### src/rtl/rrit_pkg.sv
// Shared types, constants and codes for the ring record index tracker.
// Used by the channel interfaces and by every module of the block.
package rrit_pkg;

	localparam int unsigned MAX_SLOTS       = 1024;
	localparam int unsigned MAX_GAP         = 63;
	localparam int unsigned CMD_QUEUE_DEPTH = 2;

	localparam int unsigned NUM_W   = 32;
	localparam int unsigned SLOT_W  = 10;
	localparam int unsigned CAP_W   = 11;
	// An append runs at most MAX_GAP + 1 slots.
	localparam int unsigned COUNT_W = $clog2(MAX_GAP + 2);
	// The remainder unit reduces a value below capacity + MAX_GAP + 1, so the
	// quotient stays below (MAX_GAP + 1) / 2 + 2 at the smallest capacity.
	localparam int unsigned MOD_STEPS = $clog2((MAX_GAP + 1) / 2 + 2);

	typedef logic [NUM_W-1:0]   number_t;
	typedef logic [SLOT_W-1:0]  slot_t;
	typedef logic [CAP_W-1:0]   cap_t;
	typedef logic [COUNT_W-1:0] count_t;

	localparam number_t ALL_ONES   = '1;
	localparam number_t TOP_NUMBER = number_t'(32'hFFFF_FFFE);
	localparam cap_t    CAP_RESET  = cap_t'(1024);
	localparam cap_t    CAP_MIN    = cap_t'(2);
	localparam cap_t    CAP_MAX    = cap_t'(MAX_SLOTS);

	typedef enum logic [1:0] {
		ACT_APPEND    = 2'd0,
		ACT_TO_SLOT   = 2'd1,
		ACT_TO_NUMBER = 2'd2,
		ACT_UNUSED    = 2'd3
	} action_t;

	typedef enum logic [2:0] {
		ST_OK         = 3'd0,
		ST_NOT_HELD   = 3'd1,
		ST_SLOT_RANGE = 3'd2,
		ST_BEFORE_END = 3'd3,
		ST_SPACE_FULL = 3'd4,
		ST_GAP_LARGE  = 3'd5
	} status_t;

	typedef enum logic [3:0] {
		LY_EMPTY          = 4'd0,
		LY_ONE_AT_ZERO    = 4'd1,
		LY_ONE_MID        = 4'd2,
		LY_ONE_AT_END     = 4'd3,
		LY_PART_FROM_ZERO = 4'd4,
		LY_FULL_CONTIG    = 4'd5,
		LY_PART_MID       = 4'd6,
		LY_PART_TO_END    = 4'd7,
		LY_PART_SPLIT     = 4'd8,
		LY_PART_SPLIT_END = 4'd9,
		LY_FULL_SPLIT     = 4'd10,
		LY_FULL_SPLIT_END = 4'd11
	} layout_t;

	typedef enum logic [2:0] {
		BK_IDLE,
		BK_EVAL,
		BK_PREP,
		BK_MOD,
		BK_COMMIT,
		BK_EMIT,
		BK_FINISH
	} back_state_t;

	typedef struct packed {
		action_t op;
		logic    auto_next;
		number_t number;
		slot_t   slot;
	} cmd_t;

	typedef struct packed {
		logic valid;
		cmd_t cmd;
	} cmd_head_t;

	typedef struct packed {
		logic start;
		cap_t dividend;
		cap_t divisor;
	} mod_req_t;

	typedef struct packed {
		logic  done;
		slot_t rem;
	} mod_rsp_t;

	typedef struct packed {
		status_t status;
		slot_t   slot_out;
		number_t number_out;
		logic    is_target;
		logic    last;
		layout_t layout_class;
		cap_t    held_count;
	} result_t;

endpackage

### src/rtl/rrit_if.sv
// Channel interfaces of the ring record index tracker: requests, results and
// the capacity write port. Depends on rrit_pkg.
interface rrit_req_if;
	import rrit_pkg::*;

	logic                valid;
	logic                ready;
	logic [1:0]          action;
	logic [NUM_W-1:0]    record_number;
	logic [SLOT_W-1:0]   slot;

	modport source (output valid, action, record_number, slot, input ready);
	modport sink   (input valid, action, record_number, slot, output ready);
endinterface

interface rrit_rsp_if;
	import rrit_pkg::*;

	logic              valid;
	logic              ready;
	logic [2:0]        status;
	logic [SLOT_W-1:0] slot_out;
	logic [NUM_W-1:0]  number_out;
	logic              is_target;
	logic              last;
	logic [3:0]        layout_class;
	logic [CAP_W-1:0]  held_count;

	modport source (output valid, status, slot_out, number_out, is_target, last,
		layout_class, held_count, input ready);
	modport sink   (input valid, status, slot_out, number_out, is_target, last,
		layout_class, held_count, output ready);
endinterface

interface rrit_cfg_if;
	import rrit_pkg::*;

	logic             valid;
	logic             ready;
	logic [CAP_W-1:0] ring_capacity;

	modport source (output valid, ring_capacity, input ready);
	modport sink   (input valid, ring_capacity, output ready);
endinterface

### src/rtl/rrit_front.sv
// Front end: takes request beats, decodes them into commands and holds them
// in a short queue for the back end. Depends on rrit_pkg and rrit_req_if.
module rrit_front #(
	parameter int unsigned DEPTH = rrit_pkg::CMD_QUEUE_DEPTH
) (
	input  logic                clk,
	input  logic                arst_n,
	rrit_req_if.sink            req,
	output rrit_pkg::cmd_head_t head,
	input  logic                pop
);
	import rrit_pkg::*;

	localparam int unsigned PTR_W = (DEPTH > 1) ? $clog2(DEPTH) : 1;
	localparam int unsigned CNT_W = $clog2(DEPTH + 1);

	cmd_t             queue_q [DEPTH];
	logic [PTR_W-1:0] wr_ptr_q;
	logic [PTR_W-1:0] rd_ptr_q;
	logic [CNT_W-1:0] count_q;
	logic             push;
	cmd_t             cmd_in;

	assign req.ready = (count_q != CNT_W'(DEPTH));
	assign push      = req.valid && req.ready;

	always_comb begin
		cmd_in.op        = action_t'(req.action);
		// An all-ones number on an append stands for the next record.
		cmd_in.auto_next = (req.record_number == ALL_ONES);
		cmd_in.number    = req.record_number;
		cmd_in.slot      = req.slot;
	end

	always_ff @(posedge clk) begin
		if (push) begin
			queue_q[wr_ptr_q] <= cmd_in;
		end
	end

	always_ff @(posedge clk or negedge arst_n) begin
		if (!arst_n) begin
			wr_ptr_q <= '0;
			rd_ptr_q <= '0;
			count_q  <= '0;
		end else begin
			if (push) begin
				wr_ptr_q <= (wr_ptr_q == PTR_W'(DEPTH - 1)) ? '0 : wr_ptr_q + PTR_W'(1);
			end
			if (pop) begin
				rd_ptr_q <= (rd_ptr_q == PTR_W'(DEPTH - 1)) ? '0 : rd_ptr_q + PTR_W'(1);
			end
			unique case ({push, pop})
				2'b10:   count_q <= count_q + CNT_W'(1);
				2'b01:   count_q <= count_q - CNT_W'(1);
				default: count_q <= count_q;
			endcase
		end
	end

	assign head.valid = (count_q != '0);
	assign head.cmd   = queue_q[rd_ptr_q];

endmodule

### src/rtl/rrit_mod_unit.sv
// Multi-cycle remainder unit: reduces a small value modulo the ring capacity
// by restoring subtraction, one quotient bit a cycle. Depends on rrit_pkg.
module rrit_mod_unit (
	input  logic               clk,
	input  logic               arst_n,
	input  rrit_pkg::mod_req_t request,
	output rrit_pkg::mod_rsp_t result
);
	import rrit_pkg::*;

	localparam int unsigned STEP_W = (MOD_STEPS > 1) ? $clog2(MOD_STEPS) : 1;
	localparam int unsigned SH_W   = CAP_W + MOD_STEPS;

	cap_t              rem_q;
	cap_t              divisor_q;
	logic [STEP_W-1:0] step_q;
	logic              busy_q;
	logic              done_q;
	logic [SH_W-1:0]   shifted;
	logic              fits;

	assign shifted = SH_W'(divisor_q) << step_q;
	assign fits    = (SH_W'(rem_q) >= shifted);

	always_ff @(posedge clk) begin
		if (request.start) begin
			rem_q     <= request.dividend;
			divisor_q <= request.divisor;
		end else if (busy_q && fits) begin
			rem_q <= rem_q - shifted[CAP_W-1:0];
		end
	end

	always_ff @(posedge clk or negedge arst_n) begin
		if (!arst_n) begin
			step_q <= '0;
			busy_q <= 1'b0;
			done_q <= 1'b0;
		end else begin
			done_q <= 1'b0;
			if (request.start) begin
				step_q <= STEP_W'(MOD_STEPS - 1);
				busy_q <= 1'b1;
			end else if (busy_q) begin
				if (step_q == '0) begin
					busy_q <= 1'b0;
					done_q <= 1'b1;
				end else begin
					step_q <= step_q - STEP_W'(1);
				end
			end
		end
	end

	assign result.done = done_q;
	assign result.rem  = rem_q[SLOT_W-1:0];

endmodule

### src/rtl/rrit_back.sv
// Back end: holds the ring bookkeeping, carries out one command at a time and
// drives the result register. Depends on rrit_pkg, rrit_if and rrit_mod_unit.
module rrit_back (
	input  logic                clk,
	input  logic                arst_n,
	input  rrit_pkg::cmd_head_t head,
	output logic                pop,
	rrit_rsp_if.source          rsp,
	rrit_cfg_if.sink            cfg
);
	import rrit_pkg::*;

	// Ring state
	cap_t    cap_q;
	logic    empty_q;
	number_t oldest_num_q;
	number_t newest_num_q;
	number_t slot_zero_q;
	slot_t   oldest_slot_q;
	slot_t   newest_slot_q;
	cap_t    held_q;

	// Command in progress
	back_state_t state_q;
	back_state_t state_d;
	cmd_t        cmd_q;
	status_t     stat_q;
	number_t     target_q;
	count_t      k_q;
	cap_t        off_q;
	number_t     em_num_q;
	slot_t       em_slot_q;
	count_t      em_left_q;

	// Result register
	logic    rsp_valid_q;
	result_t rsp_q;

	logic     can_load;
	logic     load;
	result_t  load_res;
	result_t  finish_res;
	result_t  emit_res;
	layout_t  layout;
	slot_t    last_slot;
	status_t  eval_status;
	count_t   eval_k;
	number_t  eval_target;
	cap_t     eval_off;
	number_t  diff_num;
	logic     gap_large;
	cap_t     cfg_cap;
	mod_req_t mod_request;
	mod_rsp_t mod_result;

	// Commit values
	slot_t   ns_f;
	cap_t    held_sum;
	logic    dropped;
	slot_t   os_drop;
	number_t on_drop;
	cap_t    fin_slot_sum;

	rrit_mod_unit u_mod (
		.clk     (clk),
		.arst_n  (arst_n),
		.request (mod_request),
		.result  (mod_result)
	);

	assign cfg.ready = 1'b1;
	assign can_load  = !rsp_valid_q || rsp.ready;
	assign last_slot = slot_t'(cap_q - CAP_W'(1));

	always_comb begin
		if (cfg.ring_capacity < CAP_MIN) begin
			cfg_cap = CAP_MIN;
		end else if (cfg.ring_capacity > CAP_MAX) begin
			cfg_cap = CAP_MAX;
		end else begin
			cfg_cap = cfg.ring_capacity;
		end
	end

	// Layout class of the current state.
	always_comb begin
		priority if (empty_q) begin
			layout = LY_EMPTY;
		end else if (held_q == CAP_W'(1)) begin
			if (oldest_slot_q == '0) begin
				layout = LY_ONE_AT_ZERO;
			end else if (oldest_slot_q == last_slot) begin
				layout = LY_ONE_AT_END;
			end else begin
				layout = LY_ONE_MID;
			end
		end else if (oldest_slot_q < newest_slot_q) begin
			if (oldest_slot_q == '0) begin
				layout = (newest_slot_q < last_slot) ? LY_PART_FROM_ZERO : LY_FULL_CONTIG;
			end else begin
				layout = (newest_slot_q < last_slot) ? LY_PART_MID : LY_PART_TO_END;
			end
		end else if (CAP_W'(oldest_slot_q) > CAP_W'(newest_slot_q) + CAP_W'(1)) begin
			layout = (oldest_slot_q < last_slot) ? LY_PART_SPLIT : LY_PART_SPLIT_END;
		end else begin
			layout = (oldest_slot_q < last_slot) ? LY_FULL_SPLIT : LY_FULL_SPLIT_END;
		end
	end

	// Checks and offsets of the command in cmd_q.
	always_comb begin
		diff_num    = cmd_q.number - newest_num_q;
		eval_status = ST_OK;
		eval_k      = count_t'(1);
		eval_target = cmd_q.number;
		eval_off    = cap_t'(cmd_q.number - oldest_num_q);
		gap_large   = 1'b0;
		unique case (cmd_q.op)
			ACT_APPEND: begin
				if (cmd_q.auto_next) begin
					eval_target = empty_q ? '0 : newest_num_q + NUM_W'(1);
					eval_k      = count_t'(1);
				end else if (empty_q) begin
					gap_large = (cmd_q.number > NUM_W'(MAX_GAP));
					eval_k    = cmd_q.number[COUNT_W-1:0] + count_t'(1);
				end else begin
					gap_large = (diff_num > NUM_W'(MAX_GAP + 1));
					eval_k    = diff_num[COUNT_W-1:0];
				end
				priority if (!empty_q && !cmd_q.auto_next && cmd_q.number <= newest_num_q) begin
					eval_status = ST_BEFORE_END;
				end else if (!empty_q && newest_num_q == TOP_NUMBER) begin
					eval_status = ST_SPACE_FULL;
				end else if (gap_large) begin
					eval_status = ST_GAP_LARGE;
				end else begin
					eval_status = ST_OK;
				end
			end
			ACT_TO_SLOT: begin
				if (empty_q || cmd_q.number < oldest_num_q || cmd_q.number > newest_num_q) begin
					eval_status = ST_NOT_HELD;
				end
			end
			ACT_TO_NUMBER: begin
				if (cmd_q.slot >= oldest_slot_q) begin
					eval_off = CAP_W'(cmd_q.slot) - CAP_W'(oldest_slot_q);
				end else begin
					eval_off = CAP_W'(cmd_q.slot) + cap_q - CAP_W'(oldest_slot_q);
				end
				priority if (CAP_W'(cmd_q.slot) >= cap_q) begin
					eval_status = ST_SLOT_RANGE;
				end else if (empty_q) begin
					eval_status = ST_NOT_HELD;
				end else begin
					eval_status = ST_OK;
				end
			end
			ACT_UNUSED: begin
				eval_status = ST_NOT_HELD;
			end
		endcase
	end

	// Single result of a lookup, a refused append or an unused action.
	always_comb begin
		fin_slot_sum           = CAP_W'(oldest_slot_q) + off_q;
		finish_res             = '0;
		finish_res.status      = stat_q;
		finish_res.number_out  = ALL_ONES;
		finish_res.last        = 1'b1;
		finish_res.layout_class = layout;
		finish_res.held_count  = held_q;
		if (stat_q == ST_OK) begin
			if (cmd_q.op == ACT_TO_SLOT) begin
				if (fin_slot_sum >= cap_q) begin
					fin_slot_sum = fin_slot_sum - cap_q;
				end
				finish_res.slot_out   = fin_slot_sum[SLOT_W-1:0];
				finish_res.number_out = cmd_q.number;
			end else if (off_q < held_q) begin
				finish_res.slot_out   = cmd_q.slot;
				finish_res.number_out = oldest_num_q + NUM_W'(off_q);
			end else begin
				finish_res.status = ST_NOT_HELD;
			end
		end
	end

	always_comb begin
		emit_res              = '0;
		emit_res.status       = ST_OK;
		emit_res.slot_out     = em_slot_q;
		emit_res.number_out   = em_num_q;
		emit_res.is_target    = (em_left_q == count_t'(1));
		emit_res.last         = (em_left_q == count_t'(1));
		emit_res.layout_class = layout;
		emit_res.held_count   = held_q;
	end

	// Final state of an append, once the remainder unit has the newest slot.
	always_comb begin
		ns_f     = mod_result.rem;
		held_sum = held_q + CAP_W'(k_q);
		dropped  = (held_sum > cap_q);
		os_drop  = (CAP_W'(ns_f) + CAP_W'(1) == cap_q) ? '0 : ns_f + SLOT_W'(1);
		on_drop  = target_q - NUM_W'(cap_q) + NUM_W'(1);
	end

	always_comb begin
		state_d = state_q;
		unique case (state_q)
			BK_IDLE:   if (head.valid) state_d = BK_EVAL;
			BK_EVAL: begin
				if (cmd_q.op == ACT_APPEND && eval_status == ST_OK) begin
					state_d = BK_PREP;
				end else begin
					state_d = BK_FINISH;
				end
			end
			BK_PREP:   state_d = BK_MOD;
			BK_MOD:    if (mod_result.done) state_d = BK_COMMIT;
			BK_COMMIT: state_d = BK_EMIT;
			BK_EMIT:   if (can_load && em_left_q == count_t'(1)) state_d = BK_IDLE;
			BK_FINISH: if (can_load) state_d = BK_IDLE;
			default:   state_d = BK_IDLE;
		endcase
	end

	always_comb begin
		pop                  = 1'b0;
		load                 = 1'b0;
		load_res             = finish_res;
		mod_request.start    = 1'b0;
		mod_request.divisor  = cap_q;
		mod_request.dividend = empty_q ? CAP_W'(k_q) - CAP_W'(1)
			: CAP_W'(newest_slot_q) + CAP_W'(k_q);
		unique case (state_q)
			BK_IDLE:   pop = head.valid;
			BK_PREP:   mod_request.start = 1'b1;
			BK_EMIT: begin
				load     = can_load;
				load_res = emit_res;
			end
			BK_FINISH: load = can_load;
			default: ;
		endcase
	end

	always_ff @(posedge clk) begin
		if (pop) begin
			cmd_q <= head.cmd;
		end
		if (state_q == BK_EVAL) begin
			stat_q   <= eval_status;
			k_q      <= eval_k;
			target_q <= eval_target;
			off_q    <= eval_off;
		end
		if (state_q == BK_PREP) begin
			// The first slot follows the newest one, or is slot 0 in an empty ring.
			em_num_q  <= target_q - NUM_W'(k_q) + NUM_W'(1);
			em_slot_q <= empty_q ? '0
				: (CAP_W'(newest_slot_q) + CAP_W'(1) == cap_q) ? '0
				: newest_slot_q + SLOT_W'(1);
			em_left_q <= k_q;
		end else if (state_q == BK_EMIT && load) begin
			em_num_q  <= em_num_q + NUM_W'(1);
			em_slot_q <= (CAP_W'(em_slot_q) + CAP_W'(1) == cap_q) ? '0 : em_slot_q + SLOT_W'(1);
			em_left_q <= em_left_q - count_t'(1);
		end
		if (load) begin
			rsp_q <= load_res;
		end
	end

	always_ff @(posedge clk or negedge arst_n) begin
		if (!arst_n) begin
			state_q       <= BK_IDLE;
			rsp_valid_q   <= 1'b0;
			cap_q         <= CAP_RESET;
			empty_q       <= 1'b1;
			oldest_num_q  <= ALL_ONES;
			newest_num_q  <= ALL_ONES;
			slot_zero_q   <= '0;
			oldest_slot_q <= '0;
			newest_slot_q <= '0;
			held_q        <= '0;
		end else begin
			state_q <= state_d;
			if (load) begin
				rsp_valid_q <= 1'b1;
			end else if (rsp.ready) begin
				rsp_valid_q <= 1'b0;
			end
			if (cfg.valid) begin
				// A capacity write empties the ring.
				cap_q         <= cfg_cap;
				empty_q       <= 1'b1;
				oldest_num_q  <= ALL_ONES;
				newest_num_q  <= ALL_ONES;
				slot_zero_q   <= '0;
				oldest_slot_q <= '0;
				newest_slot_q <= '0;
				held_q        <= '0;
			end else if (state_q == BK_COMMIT) begin
				empty_q       <= 1'b0;
				newest_num_q  <= target_q;
				newest_slot_q <= ns_f;
				// Slot 0 always holds the newest number less the newest slot.
				slot_zero_q   <= target_q - NUM_W'(ns_f);
				held_q        <= dropped ? cap_q : held_sum;
				if (dropped) begin
					oldest_num_q  <= on_drop;
					oldest_slot_q <= os_drop;
				end else if (empty_q) begin
					oldest_num_q  <= '0;
					oldest_slot_q <= '0;
				end
			end
		end
	end

	assign rsp.valid        = rsp_valid_q;
	assign rsp.status       = rsp_q.status;
	assign rsp.slot_out     = rsp_q.slot_out;
	assign rsp.number_out   = rsp_q.number_out;
	assign rsp.is_target    = rsp_q.is_target;
	assign rsp.last         = rsp_q.last;
	assign rsp.layout_class = rsp_q.layout_class;
	assign rsp.held_count   = rsp_q.held_count;

endmodule

### src/rtl/ring_record_index_tracker_unit.sv
// Top level of the ring record index tracker: command queue front end and
// executing back end. Depends on rrit_pkg, rrit_if, rrit_front and rrit_back.
//
// Usage. Request beats on req carry an action, a record number and a slot.
// A successful append yields one result beat per slot it fills, the gap
// slots first and the target slot last (is_target and last high); every
// other request yields exactly one result beat with last high. Each result
// carries the layout class and the record count as they stand after the
// whole request. Requests are executed one at a time. A successful append
// first waits on the remainder unit that places the newest slot in the ring,
// and then emits one slot per cycle while rsp is not stalled.
// The front queue holds two requests, so req can take up to two requests
// while the back end works. When rsp is stalled the result register holds its
// beat and the back end waits; the queue keeps taking requests until it is full.
// Reset empties the ring and sets the capacity to 1024. A beat on cfg sets
// the capacity (clamped to 2..1024) and empties the ring; it is always ready
// and is to be sent only while no request is outstanding.
module ring_record_index_tracker_unit #(
	parameter int unsigned QUEUE_DEPTH = rrit_pkg::CMD_QUEUE_DEPTH
) (
	input logic        clk,
	input logic        arst_n,
	rrit_req_if.sink   req,
	rrit_rsp_if.source rsp,
	rrit_cfg_if.sink   cfg
);
	import rrit_pkg::*;

	cmd_head_t head;
	logic      pop;

	rrit_front #(
		.DEPTH (QUEUE_DEPTH)
	) u_front (
		.clk    (clk),
		.arst_n (arst_n),
		.req    (req),
		.head   (head),
		.pop    (pop)
	);

	rrit_back u_back (
		.clk    (clk),
		.arst_n (arst_n),
		.head   (head),
		.pop    (pop),
		.rsp    (rsp),
		.cfg    (cfg)
	);

	a_pop_needs_cmd: assert property (@(posedge clk) disable iff (!arst_n)
		pop |-> head.valid)
		else $error("command taken from an empty queue");

	a_target_is_last: assert property (@(posedge clk) disable iff (!arst_n)
		rsp.valid && rsp.is_target |-> rsp.last && rsp.status == ST_OK)
		else $error("target slot beat is not the final beat of its request");

	a_error_fields: assert property (@(posedge clk) disable iff (!arst_n)
		rsp.valid && rsp.status != ST_OK |->
			rsp.last && rsp.number_out == ALL_ONES && rsp.slot_out == '0)
		else $error("error beat carries a slot or record number");

	a_layout_count: assert property (@(posedge clk) disable iff (!arst_n)
		rsp.valid |-> ((rsp.layout_class == LY_EMPTY) == (rsp.held_count == '0)))
		else $error("layout class and record count disagree on emptiness");

endmodule
### src/flat_wrapper.sv
// flat-port wrapper written by rule: the top's interface ports become plain ports
module ring_record_index_tracker_unit_flat import rrit_pkg::*;
#(
	parameter int unsigned QUEUE_DEPTH = rrit_pkg::CMD_QUEUE_DEPTH
)
  (clk, arst_n, req_valid, req_action, req_record_number, req_slot, req_ready, rsp_valid, rsp_status, rsp_slot_out, rsp_number_out, rsp_is_target, rsp_last, rsp_layout_class, rsp_held_count, rsp_ready, cfg_valid, cfg_ring_capacity, cfg_ready);
  rrit_req_if req_i ();
  rrit_rsp_if rsp_i ();
  rrit_cfg_if cfg_i ();
  input logic clk;
  input logic arst_n;
  input wire logic [$bits(req_i.valid)-1:0] req_valid;
  input wire logic [$bits(req_i.action)-1:0] req_action;
  input wire logic [$bits(req_i.record_number)-1:0] req_record_number;
  input wire logic [$bits(req_i.slot)-1:0] req_slot;
  output wire logic [$bits(req_i.ready)-1:0] req_ready;
  output wire logic [$bits(rsp_i.valid)-1:0] rsp_valid;
  output wire logic [$bits(rsp_i.status)-1:0] rsp_status;
  output wire logic [$bits(rsp_i.slot_out)-1:0] rsp_slot_out;
  output wire logic [$bits(rsp_i.number_out)-1:0] rsp_number_out;
  output wire logic [$bits(rsp_i.is_target)-1:0] rsp_is_target;
  output wire logic [$bits(rsp_i.last)-1:0] rsp_last;
  output wire logic [$bits(rsp_i.layout_class)-1:0] rsp_layout_class;
  output wire logic [$bits(rsp_i.held_count)-1:0] rsp_held_count;
  input wire logic [$bits(rsp_i.ready)-1:0] rsp_ready;
  input wire logic [$bits(cfg_i.valid)-1:0] cfg_valid;
  input wire logic [$bits(cfg_i.ring_capacity)-1:0] cfg_ring_capacity;
  output wire logic [$bits(cfg_i.ready)-1:0] cfg_ready;
  assign req_i.valid = req_valid;
  assign req_i.action = req_action;
  assign req_i.record_number = req_record_number;
  assign req_i.slot = req_slot;
  assign req_ready = req_i.ready;
  assign rsp_valid = rsp_i.valid;
  assign rsp_status = rsp_i.status;
  assign rsp_slot_out = rsp_i.slot_out;
  assign rsp_number_out = rsp_i.number_out;
  assign rsp_is_target = rsp_i.is_target;
  assign rsp_last = rsp_i.last;
  assign rsp_layout_class = rsp_i.layout_class;
  assign rsp_held_count = rsp_i.held_count;
  assign rsp_i.ready = rsp_ready;
  assign cfg_i.valid = cfg_valid;
  assign cfg_i.ring_capacity = cfg_ring_capacity;
  assign cfg_ready = cfg_i.ready;
  ring_record_index_tracker_unit #(.QUEUE_DEPTH(QUEUE_DEPTH)) u_core (.clk(clk), .arst_n(arst_n), .req(req_i), .rsp(rsp_i), .cfg(cfg_i));
endmodule
### config.mk
export PLATFORM = sky130hd
export DESIGN_NAME = ring_record_index_tracker_unit_flat
export DESIGN_NICKNAME = d
export VERILOG_FILES = /design/src/rtl/rrit_pkg.sv /design/src/rtl/rrit_if.sv /design/src/rtl/rrit_front.sv /design/src/rtl/rrit_mod_unit.sv /design/src/rtl/rrit_back.sv /design/src/rtl/ring_record_index_tracker_unit.sv /design/src/flat_wrapper.sv
export SDC_FILE = /design/constraint.sdc
export NUM_CORES = 1
export LEC_CHECK = 0
export ABC_AREA = 0
export BUFFER_PORTS_ARGS = -buffer_cell sky130_fd_sc_hd__buf_2
export CORE_MARGIN = 5
export CORE_UTILIZATION = 50
export DETAILED_ROUTE_END_ITERATION = 8
export PLACE_DENSITY = 0.75
export SYNTH_ARGS = -nofsm -noshare
export SYNTH_HDL_FRONTEND = slang
export SYNTH_SLANG_ARGS = --single-unit
### constraint.sdc
create_clock -name clk -period 5.4 [get_ports clk]
set_input_delay 1.08 -clock clk [delete_from_list [all_inputs] [get_ports clk]]
set_output_delay 1.08 -clock clk [all_outputs]
set_load 0.01 [all_outputs]
==> results.py <==
metrics = {
    "worst_hold_path": {
        "whs_path_depth": 0,
        "hp-start": "u_core.u_back.held_q[2]",
        "hold_class": "reg2reg",
    },
    "setup_path": {
        "critPathArrivalTime_ns": 5.27,
        "critPathLaunch": "u_core.u_back.k_q[0]",
        "crit_required_ns": 5.90,
        "cp-start-kind": "register",
        "cp-end-kind": "register",
        "worstSetupPathType": "reg2reg",
        "reg2regPathDepth": 19,
        "reg2reg_from": "u_core.u_back.k_q[0]",
        "worstPathMaxFanout": 19,
    },
    "pwr": {
        "fin_total_pwr_mw": 22.14,
        "power_frac_seq_pct": 29.8,
        "p_int_mw": 12.24,
        "p_leak_nw": 14.27,
        "p_switching_mw": 9.900,
        "p_clk_share_pct": 16.0,
        "share_comb_of_total_power_pct": 54.3,
        "p_sw_share_pct": 44.72,
        "power.density_nw_per_um2": 641.2,
        "vdd_drop_max_uv": 341.4,
    },
    "die": {
        "dieWidth_um": 260.0,
        "core_area_um2": 61830,
        "die_y_um": 260.0,
        "ios": 125,
        "initial_core_util_pct": 50.56,
        "placementRows": 91,
        "dieArea_um2": 67610,
    },
    "sta": {
        "setup_viol_count_final": 0,
        "post-route-min-period_ns": 4.769,
        "timing.setup.tns_ns": 0,
        "min_period_over_period_pct": 88.32,
        "maxSlewHeadroom_pct": 29.14,
        "rsz0062_at_grt": "false",
        "final-hold-violation-count": 0,
        "finalClockSkew_ns": 0.03924,
        "fmax_mhz": 209.7,
        "worst_pin_slew_ns": 1.060,
        "holdWs_ns": 0.5205,
        "drv_slew": 0,
    },
    "drt": {
        "drtAntennaViolNets": 0,
        "drtIter0Drc": 2801,
        "totalWireLength_mm": 94.21,
        "drt-pass1-iter-count": 6,
        "wl_per_cell_um": 22.48,
        "drc": 0,
        "via_count": 25570,
        "via_per_inst": 6.103,
    },
    "clock_network": {
        "clock_latency_ns": 0.63,
        "cts_setup_buffers": 0,
        "htree_levels": 2,
        "numCtsBuffers": 48,
        "clk_pin_slew_worst_paths_ns": 0.06,
        "ctsResizeCount": 0,
        "numClockSinks": 441,
        "cts_tree": "yes",
        "postCtsHoldBufs": 0,
        "cts-root-buf": "clkbuf_16",
        "clock_path_buffers": 3,
    },
    "layout": {
        "final_cells": 4190,
        "nFillCells": 5489,
        "utilization_pct": 55.84,
        "regArea_um2": 12730,
        "drive_above_1_share_pct": 12.56,
        "layout.nets": 3679,
        "multi_input_area_um2": 17200,
        "syn_to_final_growth_pct": 10.45,
    },
    "yosys": {
        "ys.flop_type": "edfxtp_1",
        "synth.avg_cell_area_um2": 9.734,
        "synth_xor_xnor_area_share_pct": 8.266,
        "synth.distinct_cells": 104,
        "synth_top_family_by_area": "compound AO/OA/AOI/OAI gates",
        "synth_warnings": 0,
        "ys_ff_latch": 441,
        "synthSimpleGateAreaFrac_pct": 13.99,
        "seq_area_frac_synth_pct": 40.71,
        "syn_nets": 3577,
        "synth_mux_area_share_pct": 3.174,
        "synth_compound_area_share_pct": 16.64,
        "yosys.area_share.adder_pct": 12.75,
        "syn_inst": 3211,
        "synth_top_area_share_pct": 30.84,
        "yosysMostFrequentCell": "edfxtp_1",
        "syn_area_um2": 31260,
        "netlist_top_cells_count": "edfxtp_1, ha_1, nand2_1",
        "synth_edf_count": 321,
        "synth.area.top_cells": "edfxtp_1, ha_1, xnor2_1, dfstp_2, dfrtp_1",
        "synthArstFlopShare_pct": 27.21,
        "synth_top_cell_by_area": "edfxtp_1",
    },
    "grt": {
        "grt_pass1_wl_mm": 142.9,
        "gr-usage-all-layers_pct": 27.21,
        "overflow": 0,
        "antenna_found_initial": 3,
        "grt_max_degree": 73,
        "grt_pass1_vias": 24580,
    },
    "placement": {
        "portBuffers": 123,
        "place_congestion": 0.9902,
        "dp_hpwl_mm": 71.80,
        "placed_cells_incl_taps": 4100,
    },
    "job": {
        "max_cap_viol_count": 0,
    },
    "status": {
        "outcome": "completed",
    },
}
-- worst max-delay path, cell delays in order (launching register included) --
cell      delay [ns]
edfxtp_1        0.50
ha_1            0.27
fa_1            0.40
a21o_1          0.17
a21oi_1         0.23
o21bai_1        0.09
a21oi_1         0.22
inv_1           0.06
a21oi_1         0.20
nor2_1          0.07
xnor2_1         0.15
ha_1            0.30
nand3_1         0.10
nor2_1          0.12
o31ai_1         0.12
a21oi_4         0.43
o31a_1          0.65
a21oi_1         0.13
a211oi_1        0.25
o21ai_0         0.16
-- flip-flops by register name, summed over array words and instances (netlist names), 3 cells and up --
signal                          flops
u_core.u_back.cap_q                11
u_core.u_back.rsp.slot_out         10
u_core.u_back.rsp.held_count       11
u_core.u_back.newest_num_q         32
u_core.u_back.oldest_num_q         32
u_core.u_back.target_q             32
u_core.u_back.state_q               3
u_core.u_back.u_mod.divisor_q      11
u_core.u_back.u_mod.rem_q          11
u_core.u_back.rsp.layout_class      4
u_core.u_back.u_mod.step_q          3
u_core.u_back.stat_q                3
u_core.u_back.rsp.status            3
u_core.u_back.cmd_q                45
u_core.u_back.em_slot_q            10
u_core.u_back.off_q                11
u_core.u_back.rsp.number_out       32
u_core.u_back.em_num_q             32
u_core.u_back.em_left_q             7
u_core.u_back.oldest_slot_q        10
u_core.u_back.k_q                   7
u_core.u_back.held_q               11
u_core.u_front.queue_q             90
u_core.u_back.newest_slot_q        10
-- cells by family after synthesis --
| family | count (synthesis) |
|---|---|
| DFF | 441 |
| AOI/OAI and AO/OA | 828 |
| other | 1 |
| buffers and inverters | 356 |
| xor gates and xnor gates | 295 |
| muxes | 91 |
| adders and majority gates | 306 |
| and+or+nand+nor | 893 |
-- placed cells by master, fill, tap and decap left out, drive strengths merged, types with 68 or more instances in the layout --
cell type	Yosys	routed
edfxtp	321	321
ha	285	285
nand2	268	268
inv	236	240
o21ai	230	230
xnor2	213	213
a21oi	211	211
nor2	175	175
buf	16	168
nand3	91	91
xor2	82	82
nor3	77	77
a21o	68	68
-- routing by layer --
layer	wire length [um]	track usage, %	up-vias
met5	13	0	-
met4	3539	9.100	2
met3	10770	7.029	210
met2	39910	40.84	1254
met1	39980	38.57	12170
li1	-	-	11930
-- stage by stage --
step                      area (um2)  setup WS (ns)
after floorplan                31260         0.2658
after global placement         32850         0.8476
after detailed placement       32850         0.7860
after CTS                      34520         0.7194
after global routing           34520         0.2021
final                          34520         0.6308
-- worst paths after layout --
check                                                        to  slack (ns)
worst max-delay path             u_core.u_back.oldest_num_q[27]        0.63
worst min-delay path            u_core.u_back.rsp.held_count[2]        0.52
worst max register to register   u_core.u_back.oldest_num_q[27]        0.63
worst min register to register  u_core.u_back.rsp.held_count[2]        0.52
max in group asynchronous               u_core.u_back.cap_q[10]        3.98
min in group asynchronous              u_core.u_back.state_q[0]        0.54
-- layout make-up --
class,count,area share [%]
multi-input cells,2414,49.83
flip-flops and latches,441,36.86
clock buffers,56,3.628
well taps,837,3.033
repair buffers,168,2.805
inverters,240,2.609
clock inverters,33,1.225
diodes,1,0.007248
-- power by group through the flow --
| stage | Sequential [mW] | Combinational [mW] | Clock, mW |
|---|---|---|---|
| global placement | 6.55 | 11.6 | 0 |
| CTS | 6.53 | 11.8 | 3.58 |
| floorplan | 6.11 | 8.86 | 0 |
| finish | 6.59 | 12.0 | 3.54 |
| detailed placement | 6.58 | 11.7 | 0 |
| global route | 6.69 | 13.2 | 3.71 |
No activity file was read; power rests on OpenSTA's default activity.
